$ cat config.mk
export PLATFORM = sky130hd
export DESIGN_NAME = port_id_allocator_with_hint
export DESIGN_NICKNAME = d
export VERILOG_FILES = /design/src/hdl/pia_pkg.sv /design/src/hdl/port_id_allocator_with_hint.sv
export SDC_FILE = /design/constraint.sdc
export NUM_CORES = 1
export LEC_CHECK = 0
export BUFFER_PORTS_ARGS = -buffer_cell sky130_fd_sc_hd__buf_4
export CORE_MARGIN = 4
export CORE_UTILIZATION = 43
export CTS_BUF_LIST = sky130_fd_sc_hd__clkbuf_16
export CTS_CLUSTER_SIZE = 25
export DETAILED_ROUTE_END_ITERATION = 6
export PLACE_DENSITY = 0.75
export SLEW_MARGIN = 20
export SYNTH_ARGS = -nofsm -noshare
export SYNTH_HDL_FRONTEND = slang
export SYNTH_SLANG_ARGS = --single-unit
$ cat constraint.sdc
create_clock -name aclk -period 8.5 [get_ports aclk]
set_input_delay 1.275 -clock aclk [delete_from_list [all_inputs] [get_ports aclk]]
set_output_delay 1.275 -clock aclk [all_outputs]
set_load 0.01 [all_outputs]
$ cat src/hdl/pia_pkg.sv
// Shared types and constants for the port id allocator.
// No dependencies; used by port_id_allocator_with_hint.
package pia_pkg;

    localparam int PORTS_DEF = 16;    // default number of port slots
    localparam int MAX_RUN   = 16;    // longest unplug notification run

    localparam int ACTION_W   = 3;
    localparam int ID_W       = 4;
    localparam int COUNT_W    = 5;
    localparam int STATUS_W   = 2;
    localparam int S_TDATA_W  = 16;   // port_id + new_count, padded to bytes
    localparam int M_TDATA_W  = 24;   // 22 result bits, padded to bytes

    localparam int NOTIFY_IDX = 0;    // register index of notify_unplug

    typedef enum logic [ACTION_W-1:0] {
        ACT_ALLOC   = 3'd0,
        ACT_RELEASE = 3'd1,
        ACT_HINT    = 3'd2,
        ACT_SETCNT  = 3'd3,
        ACT_QUERY   = 3'd4
    } action_t;

    typedef enum logic [STATUS_W-1:0] {
        STS_OK     = 2'd0,
        STS_NOPORT = 2'd1,
        STS_NOFREE = 2'd2,
        STS_REJECT = 2'd3
    } status_t;

    typedef enum logic [2:0] {
        ST_IDLE,
        ST_DECODE,
        ST_SEARCH,
        ST_SHRINK,
        ST_NOTIFY,
        ST_RESP
    } state_t;

endpackage

$ cat src/hdl/port_id_allocator_with_hint.sv
// Port id allocator: free bitmap, one-shot hint, port count updates.
// Depends on pia_pkg (types, action/status codes, widths).

// Hands out port ids from a free bitmap over 0..PORTS present ports. One
// request beat comes in on s_ (action in s_tuser); it produces one result
// beat on m_, or a run of up to 16 beats when a shrink removes ports and
// notify_unplug is set (m_tlast marks the final beat of each run). Requests
// are processed one at a time by a small sequencer around a single scan
// counter that walks the bitmap one id per cycle. Release, hint, query,
// grow and hinted allocate pass through accept, decode and response
// states, and s_tready returns the cycle after the result is loaded. An
// allocate without a hint scans from id 0 upward until it finds a free id
// or reaches the port count. A shrink walks every removed id once to fix
// the free count, then sends the notification beats if notify_unplug is
// set. A stalled m_ side holds the sequencer in place. The free count is
// kept incrementally, so no popcount sits in any path. notify_unplug is
// written through the APB port at byte address 0.
module port_id_allocator_with_hint #(
    parameter int PORTS = pia_pkg::PORTS_DEF
) (
    input  logic                          aclk,
    input  logic                          aresetn,
    // request stream
    input  logic                          s_tvalid,
    output logic                          s_tready,
    input  logic [pia_pkg::S_TDATA_W-1:0] s_tdata,  // [3:0] port_id, [8:4] new_count
    input  logic [pia_pkg::ACTION_W-1:0]  s_tuser,  // [2:0] action
    // result stream
    output logic                          m_tvalid,
    input  logic                          m_tready,
    output logic [pia_pkg::M_TDATA_W-1:0] m_tdata,  // [1:0] status, [5:2] granted_id,
                                                    // [10:6] free_count, [15:11] port_count,
                                                    // [16] id_free, [17] id_registered,
                                                    // [21:18] unplugged_id
    output logic                          m_tlast,
    // configuration
    input  logic                          psel,
    input  logic                          penable,
    input  logic                          pwrite,
    input  logic [2:0]                    paddr,
    input  logic [31:0]                   pwdata,
    output logic [31:0]                   prdata,
    output logic                          pready
);

    localparam int PW   = $clog2(PORTS + 1);            // counts 0..PORTS
    localparam int IW   = (PORTS > 1) ? $clog2(PORTS) : 1;
    localparam int CMPW = (PW > pia_pkg::COUNT_W) ? PW : pia_pkg::COUNT_W;

    // ---------------- registers ----------------
    pia_pkg::state_t  state_reg, state_next;
    pia_pkg::action_t act_reg, act_next;
    logic [pia_pkg::ID_W-1:0]     id_reg, id_next;
    logic [PW-1:0]                req_reg, req_next;       // saturated new count
    logic [PW-1:0]                end_reg, end_next;       // end of notify run
    logic [PW-1:0]                scan_reg, scan_next;     // shared scan counter
    pia_pkg::status_t             status_reg, status_next;
    logic [pia_pkg::ID_W-1:0]     grant_reg, grant_next;
    logic [PORTS-1:0]             free_map_reg, free_map_next;
    logic [PW-1:0]                port_total_reg, port_total_next;
    logic [PW-1:0]                free_cnt_reg, free_cnt_next;
    logic                         hint_valid_reg, hint_valid_next;
    logic [IW-1:0]                hint_index_reg, hint_index_next;
    logic                         notify_reg, notify_next;
    logic                         m_tvalid_reg, m_tvalid_next;
    logic [pia_pkg::M_TDATA_W-1:0] m_tdata_reg, m_tdata_next;
    logic                         m_tlast_reg, m_tlast_next;

    // ---------------- handshakes ----------------
    logic s_fire;
    logic cfg_wr;
    logic slot_free;     // output register can take a beat this cycle
    logic emit_req;      // sequencer has a beat to send
    logic emit_load;
    logic emit_last;
    pia_pkg::status_t             emit_status;
    logic [pia_pkg::ID_W-1:0]     emit_grant;
    logic [pia_pkg::ID_W-1:0]     emit_unplug;

    assign s_tready  = (state_reg == pia_pkg::ST_IDLE);
    assign s_fire    = s_tvalid & s_tready;
    assign pready    = 1'b1;
    assign cfg_wr    = psel & penable & pwrite & pready;
    assign slot_free = ~m_tvalid_reg | m_tready;
    assign emit_load = emit_req & slot_free;

    assign m_tvalid = m_tvalid_reg;
    assign m_tdata  = m_tdata_reg;
    assign m_tlast  = m_tlast_reg;

    assign prdata = (paddr[2] == 1'(pia_pkg::NOTIFY_IDX)) ? {31'd0, notify_reg} : 32'd0;

    // ---------------- lookups on current state ----------------
    logic          id_in_range;
    logic          id_bit_free;
    logic          scan_at_end;      // scan reached port_total
    logic          scan_bit_free;
    logic          shrink_last;      // last removed id in the walk
    logic          notify_last;      // last beat of the notify run
    logic [PW-1:0] req_sat;
    logic [CMPW-1:0] req_wide;
    logic [PW-1:0]   shrink_span;

    assign id_in_range   = CMPW'(id_reg) < CMPW'(port_total_reg);
    assign id_bit_free   = free_map_reg[IW'(id_reg)];
    assign scan_at_end   = scan_reg >= port_total_reg;
    assign scan_bit_free = free_map_reg[scan_reg[IW-1:0]];
    assign shrink_last   = ((PW+1)'(scan_reg) + (PW+1)'(1)) == (PW+1)'(port_total_reg);
    assign notify_last   = ((PW+1)'(scan_reg) + (PW+1)'(1)) == (PW+1)'(end_reg);
    assign shrink_span   = port_total_reg - req_reg;

    // new_count saturates at PORTS
    assign req_wide = CMPW'(s_tdata[8:4]);
    assign req_sat  = (req_wide > CMPW'(PORTS)) ? PW'(PORTS) : PW'(req_wide);

    // ---------------- next state ----------------
    always_comb begin
        state_next = state_reg;
        case (state_reg)
            pia_pkg::ST_IDLE: begin
                if (s_fire) begin
                    state_next = pia_pkg::ST_DECODE;
                end
            end
            pia_pkg::ST_DECODE: begin
                state_next = pia_pkg::ST_RESP;
                if (act_reg == pia_pkg::ACT_ALLOC && port_total_reg != '0 &&
                    !hint_valid_reg) begin
                    state_next = pia_pkg::ST_SEARCH;
                end else if (act_reg == pia_pkg::ACT_SETCNT &&
                             req_reg < port_total_reg) begin
                    state_next = pia_pkg::ST_SHRINK;
                end
            end
            pia_pkg::ST_SEARCH: begin
                if (scan_at_end || scan_bit_free) begin
                    state_next = pia_pkg::ST_RESP;
                end
            end
            pia_pkg::ST_SHRINK: begin
                if (shrink_last) begin
                    state_next = notify_reg ? pia_pkg::ST_NOTIFY : pia_pkg::ST_RESP;
                end
            end
            pia_pkg::ST_NOTIFY: begin
                if (emit_load && notify_last) begin
                    state_next = pia_pkg::ST_IDLE;
                end
            end
            pia_pkg::ST_RESP: begin
                if (emit_load) begin
                    state_next = pia_pkg::ST_IDLE;
                end
            end
            default: state_next = pia_pkg::ST_IDLE;
        endcase
    end

    // ---------------- datapath and outputs ----------------
    always_comb begin
        act_next        = act_reg;
        id_next         = id_reg;
        req_next        = req_reg;
        end_next        = end_reg;
        scan_next       = scan_reg;
        status_next     = status_reg;
        grant_next      = grant_reg;
        free_map_next   = free_map_reg;
        port_total_next = port_total_reg;
        free_cnt_next   = free_cnt_reg;
        hint_valid_next = hint_valid_reg;
        hint_index_next = hint_index_reg;
        notify_next     = notify_reg;
        emit_req        = 1'b0;
        emit_last       = 1'b1;
        emit_status     = status_reg;
        emit_grant      = grant_reg;
        emit_unplug     = '0;

        if (cfg_wr && paddr[2] == 1'(pia_pkg::NOTIFY_IDX)) begin
            notify_next = pwdata[0];
        end

        case (state_reg)
            pia_pkg::ST_IDLE: begin
                if (s_fire) begin
                    act_next = pia_pkg::action_t'(s_tuser);
                    id_next  = s_tdata[3:0];
                    req_next = req_sat;
                end
            end
            pia_pkg::ST_DECODE: begin
                grant_next  = '0;
                status_next = pia_pkg::STS_OK;
                scan_next   = '0;
                case (act_reg)
                    pia_pkg::ACT_ALLOC: begin
                        if (port_total_reg == '0) begin
                            status_next = pia_pkg::STS_NOPORT;
                        end else if (hint_valid_reg) begin
                            // hinted id may have been taken by a plain allocate
                            grant_next      = pia_pkg::ID_W'(hint_index_reg);
                            hint_valid_next = 1'b0;
                            free_map_next[hint_index_reg] = 1'b0;
                            if (free_map_reg[hint_index_reg]) begin
                                free_cnt_next = free_cnt_reg - PW'(1);
                            end
                        end
                    end
                    pia_pkg::ACT_RELEASE: begin
                        if (id_in_range) begin
                            free_map_next[IW'(id_reg)] = 1'b1;
                            if (!id_bit_free) begin
                                free_cnt_next = free_cnt_reg + PW'(1);
                            end
                        end else begin
                            status_next = pia_pkg::STS_REJECT;
                        end
                    end
                    pia_pkg::ACT_HINT: begin
                        if (id_in_range && id_bit_free) begin
                            hint_valid_next = 1'b1;
                            hint_index_next = IW'(id_reg);
                        end else begin
                            status_next = pia_pkg::STS_REJECT;
                        end
                    end
                    pia_pkg::ACT_SETCNT: begin
                        if (req_reg < port_total_reg) begin
                            scan_next = req_reg;
                            if (CMPW'(shrink_span) > CMPW'(pia_pkg::MAX_RUN)) begin
                                end_next = PW'(CMPW'(req_reg) + CMPW'(pia_pkg::MAX_RUN));
                            end else begin
                                end_next = port_total_reg;
                            end
                        end else if (req_reg > port_total_reg) begin
                            // slots above port_total are always marked free
                            free_cnt_next   = free_cnt_reg + (req_reg - port_total_reg);
                            port_total_next = req_reg;
                        end
                    end
                    pia_pkg::ACT_QUERY: begin
                        if (!id_in_range) begin
                            status_next = pia_pkg::STS_REJECT;
                        end
                    end
                    default: status_next = pia_pkg::STS_REJECT;
                endcase
            end
            pia_pkg::ST_SEARCH: begin
                if (scan_at_end) begin
                    status_next = pia_pkg::STS_NOFREE;
                end else if (scan_bit_free) begin
                    free_map_next[scan_reg[IW-1:0]] = 1'b0;
                    free_cnt_next = free_cnt_reg - PW'(1);
                    grant_next    = pia_pkg::ID_W'(scan_reg);
                end else begin
                    scan_next = scan_reg + PW'(1);
                end
            end
            pia_pkg::ST_SHRINK: begin
                // drop each removed id from the free count, mark it free
                if (scan_bit_free) begin
                    free_cnt_next = free_cnt_reg - PW'(1);
                end
                free_map_next[scan_reg[IW-1:0]] = 1'b1;
                scan_next = scan_reg + PW'(1);
                if (shrink_last) begin
                    port_total_next = req_reg;
                    scan_next       = req_reg;
                    if (hint_valid_reg && PW'(hint_index_reg) >= req_reg) begin
                        hint_valid_next = 1'b0;
                        hint_index_next = '0;
                    end
                end
            end
            pia_pkg::ST_NOTIFY: begin
                emit_req    = 1'b1;
                emit_status = pia_pkg::STS_OK;
                emit_grant  = '0;
                emit_unplug = pia_pkg::ID_W'(scan_reg);
                emit_last   = notify_last;
                if (emit_load) begin
                    scan_next = scan_reg + PW'(1);
                end
            end
            pia_pkg::ST_RESP: begin
                emit_req = 1'b1;
            end
            default: ;
        endcase
    end

    // output register: one beat in flight toward m_
    logic id_free_out;
    assign id_free_out = id_in_range & id_bit_free;

    always_comb begin
        m_tvalid_next = m_tvalid_reg & ~m_tready;
        m_tdata_next  = m_tdata_reg;
        m_tlast_next  = m_tlast_reg;
        if (emit_load) begin
            m_tvalid_next = 1'b1;
            m_tlast_next  = emit_last;
            m_tdata_next  = {2'b00,
                             emit_unplug,
                             id_in_range & ~id_bit_free,
                             id_free_out,
                             pia_pkg::COUNT_W'(port_total_reg),
                             pia_pkg::COUNT_W'(free_cnt_reg),
                             emit_grant,
                             emit_status};
        end
    end

    always_ff @(posedge aclk) begin
        if (!aresetn) begin
            state_reg      <= pia_pkg::ST_IDLE;
            free_map_reg   <= '1;
            port_total_reg <= '0;
            free_cnt_reg   <= '0;
            hint_valid_reg <= 1'b0;
            hint_index_reg <= '0;
            notify_reg     <= 1'b0;
            m_tvalid_reg   <= 1'b0;
        end else begin
            state_reg      <= state_next;
            free_map_reg   <= free_map_next;
            port_total_reg <= port_total_next;
            free_cnt_reg   <= free_cnt_next;
            hint_valid_reg <= hint_valid_next;
            hint_index_reg <= hint_index_next;
            notify_reg     <= notify_next;
            m_tvalid_reg   <= m_tvalid_next;
        end
    end

    // payload registers, no reset
    always_ff @(posedge aclk) begin
        act_reg     <= act_next;
        id_reg      <= id_next;
        req_reg     <= req_next;
        end_reg     <= end_next;
        scan_reg    <= scan_next;
        status_reg  <= status_next;
        grant_reg   <= grant_next;
        m_tdata_reg <= m_tdata_next;
        m_tlast_reg <= m_tlast_next;
    end

    // ---------------- assertions ----------------
    // between requests the incremental free count matches the bitmap
    a_free_cnt: assert property (@(posedge aclk) disable iff (!aresetn)
        (state_reg == pia_pkg::ST_IDLE) |->
        ($countones(free_map_reg & ~({PORTS{1'b1}} << port_total_reg))
            == int'(free_cnt_reg)))
        else $error("free count out of step with bitmap");

    // slots above the port count always read as free
    a_tail_free: assert property (@(posedge aclk) disable iff (!aresetn)
        (state_reg == pia_pkg::ST_IDLE) |->
        ((free_map_reg >> port_total_reg) == ({PORTS{1'b1}} >> port_total_reg)))
        else $error("slot above port count not free");

    // a live hint always points at a present port
    a_hint_range: assert property (@(posedge aclk) disable iff (!aresetn)
        (state_reg == pia_pkg::ST_IDLE && hint_valid_reg) |->
        (PW'(hint_index_reg) < port_total_reg))
        else $error("hint outside port range");

    // a beat is only loaded by the response or notify states
    a_emit_state: assert property (@(posedge aclk) disable iff (!aresetn)
        (m_tvalid && !$past(m_tvalid_reg) && $past(aresetn)) |->
        ($past(state_reg) == pia_pkg::ST_RESP || $past(state_reg) == pia_pkg::ST_NOTIFY))
        else $error("result beat without response state");

endmodule
==> results of run 1 <==
## power by group through the flow
stage,Combinational [mW],Sequential (mW),Clock [mW]
2_1_floorplan,0.519,0.611,0
3_3_place_gp,0.617,0.668,0
3_5_place_dp,0.639,0.671,0
6_report,0.649,0.667,0.473
4_1_cts,0.642,0.663,0.479
5_1_grt,0.717,0.676,0.497
## synth_stat cells (all sizes together) (9+ instances only)
cell type,count
ha,31
clkbuf,25
nor2,42
nand3,10
nor2b,16
edfxtp,51
nand2b,12
a21boi,12
o21ai,50
a311oi,10
xnor2,14
mux2i,21
o311ai,9
dfxtp,36
inv,35
nand2,51
mux4,9
o211ai,9
buf,50
nor3,13
a21oi,24
## metrics by stage
stage	cell area (sq um)	utilization [%]	instances
2_1_floorplan	6243	-	682
3_3_place_gp	6392	45.87	835
3_5_place_dp	6392	45.87	835
4_1_cts	6744	48.40	851
5_1_grt	6744	48.40	851
6_report	6744	48.40	851
## cells by family after synthesis
kind of cell    synth area share [%]
simple gates                   14.75
flops                          36.78
compound gates                 20.86
mux                            7.111
other cells                   0.1226
fa+ha+maj                      7.969
xor+xnor                       3.004
buf+inv                        9.399
## layout make-up
cell class	count	area, sq um
fillers	1300	7191
repair buffers	48	360.3
well taps	180	225.2
inverters	35	131.4
multi-input cells	485	3423
clock buffers	9	225.2
clock inverters	7	126.4
flip-flops and latches	87	2252
## layout by cell type, fill, tap and decap left out, types with 5 or more instances in the layout
| cell type | instances |
|---|---|
| a21boi_0 | 11 |
| o211ai_1 | 9 |
| o21a_1 | 6 |
| a211oi_1 | 5 |
| o311ai_1 | 9 |
| clkbuf_16 | 9 |
| o31ai_1 | 5 |
| dfxtp_1 | 36 |
| o22ai_1 | 5 |
| and3_1 | 6 |
| a31oi_1 | 6 |
| ha_1 | 31 |
| or3_1 | 7 |
| o21ai_0 | 43 |
| nand2b_1 | 12 |
| nor3_1 | 13 |
| buf_4 | 48 |
| inv_1 | 34 |
| a21oi_1 | 23 |
| xor2_1 | 7 |
| mux2i_1 | 21 |
| nand3_1 | 10 |
| and2_1 | 6 |
| nor2_1 | 41 |
| a22o_1 | 6 |
| nor2b_1 | 15 |
| mux4_2 | 9 |
| o21ai_1 | 6 |
| edfxtp_1 | 51 |
| nand2_1 | 51 |
| xnor2_1 | 14 |
| a311oi_1 | 10 |
| conb_1 | 34 |
| fa_1 | 5 |
## worst max-delay path, cell delays in order (launching register included)
cell and delay [ps]:
edfxtp_1 730, inv_1 280, ha_1 370, nand2b_1 140, a2111oi_0 450, o21ba_2 300
a31oi_1 100, o22ai_1 540
## worst max-delay path by stage
stage | start | to | slack, ps
global placement | scan_reg[0] | scan_reg[4] | 5330
global route | scan_reg[0] | scan_reg[4] | 5070
detailed placement | scan_reg[0] | scan_reg[3] | 5330
floorplan | m_tready | m_tdata[0] | 4980
finish | scan_reg[0] | scan_reg[3] | 5230
CTS | scan_reg[0] | scan_reg[3] | 5300
## routing by layer
layer | track usage, % | share of wire [%] | up-vias
met4 | 7.950 | 2.4 | 0
met2 | 32.83 | 46 | 278
met3 | 5.142 | 9.5 | 38
met1 | 27.90 | 42 | 2472
met5 | 0 | 0 | -
li1 | - | - | 2351
==> flow_metrics.py, run 1 <==
metrics = {
    "run_status": {
        "status": "finished, final reports clean",
    },
    "logic_synthesis": {
        "synth_edf_count": 51,
        "ys_seq_area_share_pct": 36.78,
        "yosys.area.top_type": "edfxtp_1",
        "synth_area_leaders": "edfxtp_1 25%, dfxtp_1 12%, ha_1 6.3%",
        "async_reset_ff_share_pct": 0,
        "ys_types": 70,
        "synth_cells": 650,
        "ys_ff_latch": 87,
        "synth_top_area_share_pct": 25.01,
        "synth_area_sq_mm": 0.006123,
        "syn_avg_cell_area_sq_um": 9.421,
        "yosys_warnings": 0,
        "synthFlopType": "edfxtp_1",
    },
    "cts": {
        "clock_latency_ps": 360,
        "postCtsResizedCells": 0,
        "clock_sinks": 87,
        "cts_hold_buf": 0,
        "clkSlewWorstSetupHoldPaths_ps": 60,
        "numCtsBuffers": 9,
        "htree_num_levels": 3,
        "cts_root_buf": "clkbuf_16",
        "cts.path.max_buffers": 2,
        "cts_tree": "done",
        "cts_setup_buffers": 0,
    },
    "timing": {
        "fmax_mhz": 305.8,
        "holdWs_ps": 445.5,
        "finalCritPeriodShare_pct": 38.48,
        "skew_ps": 8.063,
        "maxSlewViolCount": 0,
        "layout_setup_ws_ps": 5230,
        "relSlewSlack_pct": 25.14,
        "finalSetupViolations": 0,
        "min_period_ps": 3270,
        "fin_tns_setup_ps": 0,
        "hold_viol": 0,
        "max_slew.worst_pin.slew_ps": 1118,
        "rsz0062_at_grt": "false",
    },
    "pwr": {
        "power_mw": 1.789,
        "switchingPower_uw": 677.7,
        "p_per_area_mw_per_mm2": 265.3,
        "pwr-share-comb_pct": 36.3,
        "power.internal_mw": 1.111,
        "leakage_nw": 2.617,
        "ir_drop_mv": 0.1253,
        "sw_frac_of_total_pct": 37.88,
        "seq_power_share_pct": 37.3,
        "clkPwrFrac_pct": 26.4,
    },
    "drt": {
        "drtPass1Iterations": 5,
        "vias": 5139,
        "drcViolationCount": 0,
        "drt_iter0_markers": 509,
        "via_per_inst": 6.039,
        "drtAntennaViolNets": 0,
        "drt_wl_total_mm": 16.65,
        "routedWlPerCell_microns": 19.56,
    },
    "min_path": {
        "holdPathEnd": "m_tdata[10]",
        "min_path_type": "reg -> reg",
        "hold_depth": 0,
        "min_from": "free_cnt_reg[4]",
    },
    "grt": {
        "grt_overflow": 0,
        "grt_pass1_vias": 4937,
        "antenna_found_initial": 0,
        "gr-usage-all-layers_pct": 20.90,
        "grt_max_degree": 31,
        "grt_pass1_wl_mm": 26.76,
    },
    "place": {
        "hpwl_mm": 12.10,
        "place.gp.congestion": 0.9368,
        "pre_cts_slack_ps": 5334,
        "io_buffer_count": 46,
    },
    "critical_path": {
        "r2r-start": "scan_reg[0]",
        "rr_endpoint": "scan_reg[3]",
        "critPathMaxFanout": 11,
        "r2r_setup_slack_ps": 5230,
        "worstSetupPathType": "reg -> reg",
        "arrival_ps": 3260,
        "critPathLaunchType": "register",
        "reg2reg_depth": 7,
        "endpoint_kind": "register",
        "cp.required_ps": 8490,
    },
    "die": {
        "die_y_microns": 127.3,
        "ios": 121,
        "rows": 43,
        "initial_core_util_pct": 43.94,
        "dieArea_sq_mm": 0.01621,
        "coreArea_sq_mm": 0.01393,
        "die_w_microns": 127.3,
    },
    "finish": {
        "largest_register_ffs": 22,
        "diodes": 0,
        "area_growth_pct": 10.13,
        "nets": 763,
        "drive_gt1_share_pct": 13.41,
    },
    "flow_run": {
        "cap_violations": 0,
    },
}
(Power assumes the default switching activity.)
==> run 2: changes to the inputs <==
--- a/config.mk
+++ b/config.mk
@@ -11,7 +11,7 @@
 export CTS_BUF_LIST = sky130_fd_sc_hd__clkbuf_16
 export CTS_CLUSTER_SIZE = 25
 export DETAILED_ROUTE_END_ITERATION = 6
-export PLACE_DENSITY = 0.75
+export PLACE_DENSITY = 0.77
 export SLEW_MARGIN = 20
 export SYNTH_ARGS = -nofsm -noshare
 export SYNTH_HDL_FRONTEND = slang
==> constraint.sdc (replaced) <==
create_clock -name aclk -period 2.7 [get_ports aclk]
set_input_delay 0.405 -clock aclk [delete_from_list [all_inputs] [get_ports aclk]]
set_output_delay 0.405 -clock aclk [all_outputs]
set_load 0.01 [all_outputs]
==> run 2 against run 1 <==
Against the previous run:
- worst hold slack worse by 220 ps
- first-iteration DRC count rose by 13%
- count of clock-buffer cells in the layout stayed put
- clock power rose by 140%
- critical endpoint is now hint_index_reg[0]
- largest cell class unchanged
- largest power group is now combinational cells
==> flow_metrics.py, run 2 (same netlist as run 1, synthesis figures left out) <==
metrics = {
    "run_status": {
        "status": "finished, final reports clean",
    },
    "place": {
        "pre_cts_slack_ps": 115.3,
        "dp.cells": 876,
        "hpwl_mm": 12.09,
        "place.gp.congestion": 0.9993,
        "io_buffer_count": 46,
    },
    "drt": {
        "routedWlPerCell_microns": 17.65,
        "vias": 5123,
        "drcViolationCount": 0,
        "via_per_inst": 5.743,
        "met3_length_mm": 1.207,
        "drtPass1Iterations": 5,
        "top_layer": "met4",
        "drtAntennaViolNets": 0,
        "wl_met1_mm": 6.950,
        "dr_wl_met2_mm": 7.238,
        "drt_wl_total_mm": 15.75,
        "drt_iter0_markers": 573,
    },
    "critical_path": {
        "endpoint_kind": "register",
        "slowest_stage": "edfxtp_1",
        "worstSetupStartpoint": "scan_reg[0]",
        "rr_endpoint": "hint_index_reg[0]",
        "path_delay_family": "compound AO/OA/AOI/OAI gates",
        "r2r_setup_slack_ps": 160,
        "reg2reg_depth": 10,
        "arrival_ps": 2780,
        "cp_cell_sequence": "inv_1 -> buf_4 -> ha_1 -> xor2_1 -> a211oi_1 -> nand4_1 -> nand2b_1 -> o21ai_1 -> nor2_1 -> a32o_1",
        "worstSetupPathType": "reg -> reg",
        "critPathBufInv": 2,
        "r2r-start": "scan_reg[0]",
        "cpPeakStageDelay_ps": 400,
        "critPathMaxFanout": 4,
        "cp.required_ps": 2940,
        "critPathLaunchType": "register",
    },
    "min_path": {
        "hold_depth": 1,
        "holdPathEnd": "id_reg[0]",
        "min_from": "s_tdata[0]",
        "min_path_type": "in -> reg",
    },
    "cts": {
        "cts_hold_buf": 0,
        "htree_num_levels": 3,
        "clock_sinks": 87,
        "cts_tree": "done",
        "clock_latency_ps": 350,
        "cts_root_buf": "clkbuf_16",
        "numCtsBuffers": 9,
        "cts_setup_buffers": 0,
        "clkSlewWorstSetupHoldPaths_ps": 60,
        "postCtsResizedCells": 0,
        "cts.path.max_buffers": 2,
    },
    "grt": {
        "grt_max_degree": 29,
        "antenna_found_initial": 0,
        "grt_overflow": 0,
        "grt_pass1_wl_mm": 25.27,
        "gr-usage-all-layers_pct": 19.82,
        "grt_pass1_vias": 4761,
    },
    "finish": {
        "diodes": 0,
        "layout_common_cells": "87 x buf_4, 51 x nand2_1, 51 x edfxtp_1, 43 x o21ai_0, 41 x nor2_1",
        "area_growth_pct": 14.16,
        "nets": 804,
        "instances_no_fill": 892,
        "drive_gt1_share_pct": 17.98,
        "largest_register_ffs": 22,
        "final_common_cell": "buf_4",
    },
    "pwr": {
        "ir_drop_mv": 0.3371,
        "leakage_nw": 2.786,
        "p_per_area_mw_per_mm2": 777.7,
    },
    "timing": {
        "fin_tns_setup_ps": 0,
        "maxSlewViolCount": 0,
        "min_period_ps": 2538,
        "rsz0062_at_grt": "false",
        "fmax_mhz": 393.9,
        "relSlewSlack_pct": 56.17,
        "finalSetupViolations": 0,
        "layout_setup_ws_ps": 161.6,
        "max_slew.worst_pin.slew_ps": 657.5,
        "hold_viol": 0,
        "finalCritPeriodShare_pct": 94.02,
        "skew_ps": 8.074,
    },
    "die": {
        "initial_core_util_pct": 43.94,
        "rows": 43,
        "die_y_microns": 127.3,
        "ios": 121,
        "die_w_microns": 127.3,
        "dieArea_sq_mm": 0.01621,
        "coreArea_sq_mm": 0.01393,
    },
    "flow_run": {
        "cap_violations": 0,
    },
}
-- run 2: worst max-delay path by stage --
stage | slack, ps | depth (start not counted) | to
after floorplan | 200 | 11 | free_cnt_reg[3]
after global placement | 170 | 11 | state_reg[0]
after detailed placement | 120 | 9 | free_map_reg[12]
after CTS | 110 | 9 | free_map_reg[12]
after global routing | 10 | 9 | free_map_reg[13]
final | 160 | 10 | hint_index_reg[0]
-- run 2: area by class of cell --
class                   count  area (sq um)
inverters                  35         131.4
clock inverters             7         38.79
repair buffers             89         684.4
flip-flops and latches     87          2252
fillers                  1247          6944
multi-input cells         485          3433
clock buffers               9         225.2
well taps                 180         225.2
-- run 2: metal layers --
| layer | vias to the layer above | global-route usage (%) |
|---|---|---|
| li1 | 2431 | - |
| met4 | 0 | 7.508 |
| met1 | 2433 | 28.09 |
| met2 | 233 | 29.98 |
| met3 | 26 | 3.888 |
| met5 | - | 0 |
-- run 2: through the flow --
stage	total power, mW	hold WS, ps	area [sq um]	utilization (%)
3_5_place_dp	4.292	425.3	6716	48.20
2_1_floorplan	3.557	408.2	6248	-
6_report	5.436	225.4	6990	50.17
4_1_cts	5.426	217.6	6980	50.09
5_1_grt	5.785	221.3	6990	50.17
3_3_place_gp	4.233	413.7	6716	48.20
-- run 2: power breakdown --
group	internal (mW)	switching, mW	total, mW
clock	0.615	0.510	1.13
combinational	1.04	1.31	2.36
sequential	1.71	0.243	1.95
total	3.37	2.07	5.44
-- run 2: worst register-to-register path, cell delays in order, from the launching register on --
cell and delay (ps):
edfxtp_1 400, inv_1 80, buf_4 160, ha_1 350, xor2_1 160, a211oi_1 250
nand4_1 190, nand2b_1 330, o21ai_1 190, nor2_1 100, a32o_1 220
